$ cat src/rtl/json_string_unescape_utf8_top_assert.svh
`ifndef JSON_STRING_UNESCAPE_UTF8_TOP_ASSERT_SVH
`define JSON_STRING_UNESCAPE_UTF8_TOP_ASSERT_SVH

// Same-cycle implication, sampled on clk, quiet while rst is high.
`define JSU_ASSERT_NOW(label, ante, cons, msg) \
  label: assert property (@(posedge clk) disable iff (rst) (ante) |-> (cons)) \
    else $error(msg);

// Next-cycle implication, sampled on clk, quiet while rst is high.
`define JSU_ASSERT_NEXT(label, ante, cons, msg) \
  label: assert property (@(posedge clk) disable iff (rst) (ante) |=> (cons)) \
    else $error(msg);

`endif

$ cat src/rtl/jsu_pkg.sv
package jsu_pkg;

  // Results caused by one input byte: up to four content bytes and a status.
  typedef struct packed {
    logic [3:0][7:0] data;
    logic [2:0]      nbytes;
    logic [1:0]      status;
  } res_t;

  localparam logic [1:0] ST_CONT  = 2'd0;
  localparam logic [1:0] ST_CLOSE = 2'd1;
  localparam logic [1:0] ST_ERROR = 2'd2;

endpackage

$ cat src/rtl/jsu_decode.sv
module jsu_decode (
  input  logic          clk,
  input  logic          rst,
  input  logic          accept,
  input  logic [7:0]    in_byte,
  input  logic          start_req,
  input  logic          text_end,
  output jsu_pkg::res_t res,
  output logic          emit
);
  import jsu_pkg::*;

  localparam logic [2:0] M_IDLE    = 3'd0;
  localparam logic [2:0] M_STR     = 3'd1;
  localparam logic [2:0] M_ESC     = 3'd2;
  localparam logic [2:0] M_HEX     = 3'd3;
  localparam logic [2:0] M_HELD    = 3'd4;
  localparam logic [2:0] M_HELD_BS = 3'd5;
  localparam logic [2:0] M_LOW     = 3'd6;

  localparam logic [7:0] CH_QUOTE = 8'h22;
  localparam logic [7:0] CH_BSL   = 8'h5C;
  localparam logic [7:0] CH_U     = 8'h75;

  logic [2:0]  mode, mode_next;
  logic [1:0]  hex_count, hex_count_next;
  logic [15:0] code_acc, code_acc_next;
  logic [9:0]  high_held, high_held_next;

  logic [3:0]  hex_v;
  logic        hex_ok;
  logic [15:0] acc_shift;
  logic [7:0]  esc_byte;
  logic        esc_ok;
  logic [20:0] pair_cp;

  function automatic res_t utf8(input logic [20:0] cp);
    res_t r;
    r = '0;
    if (cp < 21'h80) begin
      r.data[0] = cp[7:0];
      r.nbytes  = 3'd1;
    end else if (cp < 21'h800) begin
      r.data[0] = 8'hC0 | {3'b000, cp[10:6]};
      r.data[1] = 8'h80 | {2'b00, cp[5:0]};
      r.nbytes  = 3'd2;
    end else if (cp < 21'h10000) begin
      r.data[0] = 8'hE0 | {4'b0000, cp[15:12]};
      r.data[1] = 8'h80 | {2'b00, cp[11:6]};
      r.data[2] = 8'h80 | {2'b00, cp[5:0]};
      r.nbytes  = 3'd3;
    end else begin
      r.data[0] = 8'hF0 | {5'b00000, cp[20:18]};
      r.data[1] = 8'h80 | {2'b00, cp[17:12]};
      r.data[2] = 8'h80 | {2'b00, cp[11:6]};
      r.data[3] = 8'h80 | {2'b00, cp[5:0]};
      r.nbytes  = 3'd4;
    end
    return r;
  endfunction

  always_comb begin
    hex_ok = 1'b1;
    hex_v  = 4'd0;
    if (in_byte >= 8'h30 && in_byte <= 8'h39) begin
      hex_v = in_byte[3:0];
    end else if ((in_byte >= 8'h61 && in_byte <= 8'h66) ||
                 (in_byte >= 8'h41 && in_byte <= 8'h46)) begin
      hex_v = in_byte[3:0] + 4'd9;
    end else begin
      hex_ok = 1'b0;
    end
  end

  assign acc_shift = {code_acc[11:0], hex_v};
  assign pair_cp   = 21'h10000 + {1'b0, high_held, 10'b0} + {5'b0, acc_shift} - 21'h0DC00;

  always_comb begin
    esc_ok   = 1'b1;
    esc_byte = in_byte;
    case (in_byte)
      8'h22, 8'h5C, 8'h2F: esc_byte = in_byte;
      8'h62:               esc_byte = 8'h08;
      8'h66:               esc_byte = 8'h0C;
      8'h6E:               esc_byte = 8'h0A;
      8'h72:               esc_byte = 8'h0D;
      8'h74:               esc_byte = 8'h09;
      default:             esc_ok   = 1'b0;
    endcase
  end

  always_comb begin
    logic run_str;
    logic run_esc;
    logic pre;
    logic sput;
    logic [7:0] sb;
    logic fail;
    logic close;
    res_t held_r;

    run_str = 1'b0;
    run_esc = 1'b0;
    pre     = 1'b0;
    sput    = 1'b0;
    sb      = in_byte;
    fail    = 1'b0;
    close   = 1'b0;
    held_r  = utf8({5'b0, 6'b110110, high_held});
    res     = '0;

    mode_next      = mode;
    hex_count_next = hex_count;
    code_acc_next  = code_acc;
    high_held_next = high_held;

    if (start_req) begin
      hex_count_next = '0;
      code_acc_next  = '0;
      high_held_next = '0;
      mode_next      = M_STR;
      fail           = (in_byte != CH_QUOTE);
    end else begin
      case (mode)
        M_STR: run_str = 1'b1;
        M_ESC: run_esc = 1'b1;
        M_HEX, M_LOW: begin
          if (!hex_ok) begin
            fail = 1'b1;
          end else begin
            code_acc_next = acc_shift;
            if (hex_count == 2'd3) begin
              hex_count_next = '0;
              if (mode == M_LOW) begin
                res       = utf8(pair_cp);
                mode_next = M_STR;
              end else if (acc_shift >= 16'hD800 && acc_shift <= 16'hDBFF) begin
                high_held_next = acc_shift[9:0];
                mode_next      = M_HELD;
              end else begin
                res       = utf8({5'b0, acc_shift});
                mode_next = M_STR;
              end
            end else begin
              hex_count_next = hex_count + 2'd1;
            end
          end
        end
        M_HELD: begin
          if (in_byte == CH_BSL) begin
            mode_next = M_HELD_BS;
          end else begin
            pre     = 1'b1;
            run_str = 1'b1;
          end
        end
        M_HELD_BS: begin
          if (in_byte == CH_U) begin
            mode_next      = M_LOW;
            hex_count_next = '0;
            code_acc_next  = '0;
          end else begin
            pre     = 1'b1;
            run_esc = 1'b1;
          end
        end
        default: ;
      endcase
    end

    if (run_str) begin
      if (in_byte == CH_QUOTE) begin
        close     = 1'b1;
        mode_next = M_IDLE;
      end else if (in_byte == CH_BSL) begin
        mode_next = M_ESC;
      end else if (in_byte < 8'h20) begin
        fail = 1'b1;
      end else begin
        sput      = 1'b1;
        mode_next = M_STR;
      end
    end

    if (run_esc) begin
      mode_next = M_STR;
      if (in_byte == CH_U) begin
        mode_next      = M_HEX;
        hex_count_next = '0;
        code_acc_next  = '0;
      end else if (esc_ok) begin
        sput = 1'b1;
        sb   = esc_byte;
      end else begin
        fail = 1'b1;
      end
    end

    // Held surrogate goes out first; the byte that displaced it follows.
    if (pre) begin
      res.data[2:0] = held_r.data[2:0];
      res.nbytes    = 3'd3;
      if (sput) begin
        res.data[3] = sb;
        res.nbytes  = 3'd4;
      end
    end else if (sput) begin
      res.data[0] = sb;
      res.nbytes  = 3'd1;
    end

    if (close) begin
      res.status = ST_CLOSE;
    end
    if (fail || (text_end && mode_next != M_IDLE && !(mode == M_IDLE && !start_req))) begin
      res.status = ST_ERROR;
      mode_next  = M_IDLE;
    end
  end

  assign emit = (res.nbytes != 3'd0) || (res.status != ST_CONT);

  always_ff @(posedge clk) begin
    if (rst) begin
      mode      <= M_IDLE;
      hex_count <= '0;
      code_acc  <= '0;
      high_held <= '0;
    end else if (accept) begin
      mode      <= mode_next;
      hex_count <= hex_count_next;
      code_acc  <= code_acc_next;
      high_held <= high_held_next;
    end
  end

endmodule

$ cat src/rtl/jsu_serial.sv
`include "json_string_unescape_utf8_top_assert.svh"

module jsu_serial (
  input  logic          clk,
  input  logic          rst,
  input  logic          load,
  input  jsu_pkg::res_t res,
  output logic          in_ready,
  output logic          out_valid,
  input  logic          out_ready,
  output logic [7:0]    out_byte,
  output logic          byte_valid,
  output logic [1:0]    status,
  output logic          last
);
  import jsu_pkg::*;

  logic            busy;
  logic [1:0]      idx;
  logic [1:0]      cnt_m1;
  logic            has_byte;
  logic [3:0][7:0] data;
  logic [1:0]      st;
  logic            last_beat;

  assign last_beat = (idx == cnt_m1);
  assign in_ready  = !busy || (out_ready && last_beat);

  assign out_valid  = busy;
  assign out_byte   = has_byte ? data[idx] : 8'h00;
  assign byte_valid = has_byte;
  assign status     = last_beat ? st : ST_CONT;
  assign last       = last_beat;

  always_ff @(posedge clk) begin
    if (rst) begin
      busy <= 1'b0;
      idx  <= '0;
    end else if (load) begin
      busy <= 1'b1;
      idx  <= '0;
    end else if (busy && out_ready) begin
      if (last_beat) begin
        busy <= 1'b0;
      end else begin
        idx <= idx + 2'd1;
      end
    end
  end

  // Payload: hold while a run of beats drains.
  always_ff @(posedge clk) begin
    if (load) begin
      data     <= res.data;
      st       <= res.status;
      has_byte <= (res.nbytes != 3'd0);
      cnt_m1   <= (res.nbytes == 3'd0) ? 2'd0 : 2'(res.nbytes - 3'd1);
    end
  end

  `JSU_ASSERT_NOW(a_idx_range, busy, idx <= cnt_m1, "beat index past end of run")
  `JSU_ASSERT_NEXT(a_load_start, load, busy && idx == 2'd0, "new run did not start at beat 0")
  `JSU_ASSERT_NEXT(a_drain, busy && out_ready && last_beat && !load, !busy,
                   "buffer still full after final beat")
  `JSU_ASSERT_NEXT(a_advance, busy && out_ready && !last_beat && !load,
                   busy && idx == $past(idx) + 2'd1, "beat index did not advance")

endmodule

$ cat src/rtl/json_string_unescape_utf8_top.sv
// Results of a byte are registered and appear on the master side in the cycle after it is taken.
// Throughput: one byte per cycle while each byte yields at most one result beat and m_tready is high;
//   a byte yielding k beats (k up to 4) holds the output buffer until all k beats have been taken.
// The output buffer takes the next byte in the cycle its final beat leaves.
// Reset (rst, synchronous, active high): decoder idle awaiting a quote, buffer empty.
module json_string_unescape_utf8_top (
  input  logic       clk,
  input  logic       rst,
  input  logic       s_tvalid,
  output logic       s_tready,
  input  logic [7:0] s_tdata,   // [7:0] in_byte
  input  logic [0:0] s_tuser,   // [0] start_req
  input  logic       s_tlast,   // text_end
  output logic       m_tvalid,
  input  logic       m_tready,
  output logic [7:0] m_tdata,   // [7:0] out_byte
  output logic [2:0] m_tuser,   // [0] byte_valid, [2:1] status
  output logic       m_tlast    // last
);
  import jsu_pkg::*;

  res_t res;
  logic emit;
  logic accept;
  logic byte_valid;
  logic [1:0] status;

  assign accept = s_tvalid && s_tready;

  jsu_decode u_decode (
    .clk       (clk),
    .rst       (rst),
    .accept    (accept),
    .in_byte   (s_tdata),
    .start_req (s_tuser[0]),
    .text_end  (s_tlast),
    .res       (res),
    .emit      (emit)
  );

  jsu_serial u_serial (
    .clk        (clk),
    .rst        (rst),
    .load       (accept && emit),
    .res        (res),
    .in_ready   (s_tready),
    .out_valid  (m_tvalid),
    .out_ready  (m_tready),
    .out_byte   (m_tdata),
    .byte_valid (byte_valid),
    .status     (status),
    .last       (m_tlast)
  );

  assign m_tuser = {status, byte_valid};

endmodule

$ cat config.mk
export PLATFORM = sky130hd
export DESIGN_NAME = json_string_unescape_utf8_top
export DESIGN_NICKNAME = d
export VERILOG_FILES = /design/src/rtl/jsu_pkg.sv /design/src/rtl/jsu_decode.sv /design/src/rtl/jsu_serial.sv /design/src/rtl/json_string_unescape_utf8_top.sv
export VERILOG_INCLUDE_DIRS = /design/src /design/src/rtl
export SDC_FILE = /design/constraint.sdc
export NUM_CORES = 1
export LEC_CHECK = 0
export ABC_AREA = 0
export BUFFER_PORTS_ARGS = -buffer_cell sky130_fd_sc_hd__buf_2
export CAP_MARGIN = 20
export CORE_UTILIZATION = 50
export DETAILED_ROUTE_END_ITERATION = 12
export PLACE_DENSITY_LB_ADDON = 0.25
export SYNTH_ARGS = -nofsm -noshare
export SYNTH_HDL_FRONTEND = slang
export SYNTH_SLANG_ARGS = --single-unit
$ cat constraint.sdc
create_clock -name clk -period 4.4 [get_ports clk]
set_input_delay 0.88 -clock clk [delete_from_list [all_inputs] [get_ports clk]]
set_output_delay 0.88 -clock clk [all_outputs]
set_load 0.03 [all_outputs]
==> reports/metrics.cfg <==
[floorplan]
die_w_um=101
placementRows=35
initial_core_util_pct=52.3
floorplan.io_pins=28
die_height_um=101
area_enclosed_by_the_die_boundary_um2=10200
coreArea_um2=9330

[critical_path]
worst_setup_path_start_kind=flip-flop
category_of_the_worst_setup_path_capture_point=flip-flop
timing.critical_path.arrival_ns=4.03
timing.setup.critical_path_class=flip-flop to flip-flop
crit_path_max_fanout=35
critical_path_required_ns=4.38

[detailed_routing]
wl_per_cell_um=20.2
dr.first_iter.drc_count=633
detail_route.wirelength_mm=14.8
drt_first_pass_iters=5
drt.antenna.violating_nets=0
routedLengthMet1_mm=6.72
met2WireLength_mm=6.35
num_vias=4817
remaining_drc_errors=0
via_density=6.57
routed-wl-met3_mm=1.22
maxUsedRoutingLayer=met4

[clocking]
cts_sinks=65
worst_skew_pair.late_latency_ns=0.34
clk_pin_slew_worst_paths_ns=0.07
postCtsSetupBuffers=0
cts.htree.levels=3
cts_tree=yes
ctsLongestPathBuffers=2
cts_root_buf=sky130_fd_sc_hd__clkbuf_8
cts-buffers-inserted=9

[synth]
synth_enable_flop_cells=35
synth_top_family_by_area=compound AO/OA/AOI/OAI gates
synth_compound_gate_area_share_pct=27.4
synth.cell_area_um2=4880
synth_xor_xnor_area_share_pct=2.15
netlist-cell-type-count=80
synth_simple_gate_area_share_pct=22.6
syn_nets=591
yosysSeqAreaShare_pct=33.8
synthArstFlopShare_pct=0
synth_ff_type=sky130_fd_sc_hd__edfxtp_1
synth_warnings=0
postSynthRegisterBits=65
synth.avg_cell_area_um2=8.75
synth_cells=558
post_synth_fa_ha_maj_area_fraction_pct=5.02
synthMuxAreaShare_pct=4.28

[timing]
setup_violations=0
tightest_slew_ns=0.788
unrepaired_setup_endpoints_after_global_routing=no
finalCriticalPeriod_ns=4.05
maxSlewHeadroom_pct=47.3
setup_tns_ns=0
max_freq_ghz=0.247
maxSlewViolCount=0
share_of_the_clock_period_used_by_the_worst_path_after_layout_pct=92.0
clock_skew_ns=0.0143
final_hold_viol_count=0

[placement]
port-buffer-count=27
place_hpwl_mm=11.2
gp_congestion=1.03

[layout]
nNetsFinal=632
area_growth_pct=13.6
final_core_utilization_pct=59.5
insertedDiodeCount=0
count_of_fill_cells_added_during_filler_insertion=818
share_of_final_layout_standard_cells_stronger_than_drive_strength_1_pct=19.0

[global_routing]
antenna_found_initial=0
global_route_wire_length_before_repair_mm=23.4
global_route_usage_over_all_layers_pct=30.3
sum_of_overflow_across_all_layers_after_global_routing=0
grt_pass1_vias=4364
largest_net_degree_at_the_start_of_global_routing=36

[power]
power_density_nw_per_um2=245
power_leakage_nw=2.09
irDropWorstVdd_mv=0.196

[run_status]
run_status=finished, final reports clean

[flow_run]
max_cap_viol_count=0

[min_path]
holdCritPathClass=flip-flop to flip-flop

## synth_stat cells, drive strengths merged (5+ instances only)
cell	number	area, um^2
or2	5	33.8
nor3	24	130
or3	9	61.3
a22oi	18	135
a22o	10	87.6
ha	18	225
nand2	37	139
dfxtp	30	601
nor4	6	37.5
a211oi	9	77.6
nand2b	5	31.3
xor2	7	61.3
nor2	50	190
clkbuf	29	109
o211ai	10	80.1
edfxtp	35	1050
nor3b	5	47.5
o2111ai	5	61.3
nand3	19	95.1
o22ai	10	62.6
xnor2	5	43.8
o21ai	28	140
inv	22	82.6
buf	6	30.0
and2	15	93.8
o31ai	7	52.6
nor2b	8	50.1
a21oi	33	165
and3	5	31.3
mux4	7	158
a21o	7	52.6
## sequential cells by signal (all words and copies together), names as in the netlist, 2 cells and up
signal / count
u_decode.code_acc: 12
u_serial.idx: 2
u_serial.st: 2
u_serial.cnt_m1: 2
u_decode.mode: 3
u_serial.data: 30
u_decode.hex_count: 2
u_decode.high_held: 10
## timing repair
| item | in CTS | in global routing |
|---|---|---|
| endpoints found under the setup margin | 0 | 35 |
| resized for setup | 0 | 1 |
| hold buffers | 0 | 0 |
## logic make-up (layout without fill, tap and decap cells)
logic type | Yosys count | count (layout)
adders and majority gates | 19 | 19
DFF | 65 | 65
and+or+nand+nor | 207 | 207
buffers and inverters | 59 | 105
xor gates and xnor gates | 12 | 12
muxes | 12 | 12
AOI/OAI and AO/OA | 184 | 184
## power breakdown
group	internal (mW)	switching, mW
Combinational	0.0508	0.0954
Sequential	0.662	0.0100
Clock	0.327	0.216
Total	1.04	0.322
## routing by layer
layer / GRT usage (%) / up-vias
li1: - / 2226
met5: 0 / -
met1: 43.5 / 2285
met3: 5.48 / 48
met2: 45.7 / 258
met4: 10.8 / 0
## metrics by stage
stage	setup WS, ns	std cells	area, um^2	hold WS (ns)	power [mW]
2_1_floorplan	0.337	558	4880	0.453	0.783
3_5_place_dp	0.165	717	5330	0.472	0.830
6_report	0.352	733	5550	0.490	1.36
3_3_place_gp	0.220	717	5330	0.466	0.828
5_1_grt	0.178	733	5550	0.529	1.40
4_1_cts	0.189	733	5550	0.492	1.37
## worst paths after layout
check | start | endpoint | slack, ns | cells past startpoint
max reg2reg | u_decode.code_acc[11] | u_serial.data[5] | 0.35 | 14
min | u_decode.hex_count[1] | u_decode.hex_count[1] | 0.49 | 1
min reg2reg | u_decode.hex_count[1] | u_decode.hex_count[1] | 0.49 | 1
max | u_decode.code_acc[11] | u_serial.data[5] | 0.35 | 14
## layout by cell type (no fill, tap or decap), drive strengths merged, types with 7 or more instances in the layout
cell type  synthesis  layout
buf                6      65
nor2              50      50
nand2             37      37
edfxtp            35      35
a21oi             33      33
dfxtp             30      30
o21ai             28      28
nor3              24      24
inv               22      22
nand3             19      19
a22oi             18      18
ha                18      18
and2              15      15
clkbuf            29      14
o22ai             10      10
a22o              10      10
o211ai            10      10
or3                9       9
a211oi             9       9
nor2b              8       8
xor2               7       7
a21o               7       7
mux4               7       7
o31ai              7       7
## area by class of cell
cell class | count | area (um^2) | share of cell area (%)
Timing Repair Buffer | 65 | 420 | 7.58
Clock inverter | 2 | 35.0 | 0.632
Sequential cell | 65 | 1650 | 29.8
Inverter | 24 | 90.1 | 1.62
Clock buffer | 14 | 184 | 3.32
Multi-Input combinational cell | 434 | 3000 | 54.2
Tap cell | 129 | 161 | 2.91
## critical path, cell delays in order, from the launching register on
cell and delay, ns:
sky130_fd_sc_hd__dfxtp_1 0.46, sky130_fd_sc_hd__ha_1 0.29, sky130_fd_sc_hd__ha_1 0.37, sky130_fd_sc_hd__and3_1 0.21, sky130_fd_sc_hd__o2bb2ai_1 0.18, sky130_fd_sc_hd__nor4_1 0.45
sky130_fd_sc_hd__or2_2 0.21, sky130_fd_sc_hd__o21ai_0 0.08, sky130_fd_sc_hd__a211oi_1 0.37, sky130_fd_sc_hd__o21ai_0 0.15, sky130_fd_sc_hd__ha_1 0.19, sky130_fd_sc_hd__and3_1 0.16
sky130_fd_sc_hd__inv_2 0.05, sky130_fd_sc_hd__or3_4 0.11, sky130_fd_sc_hd__and2_4 0.41
(Power assumes the default switching activity.)
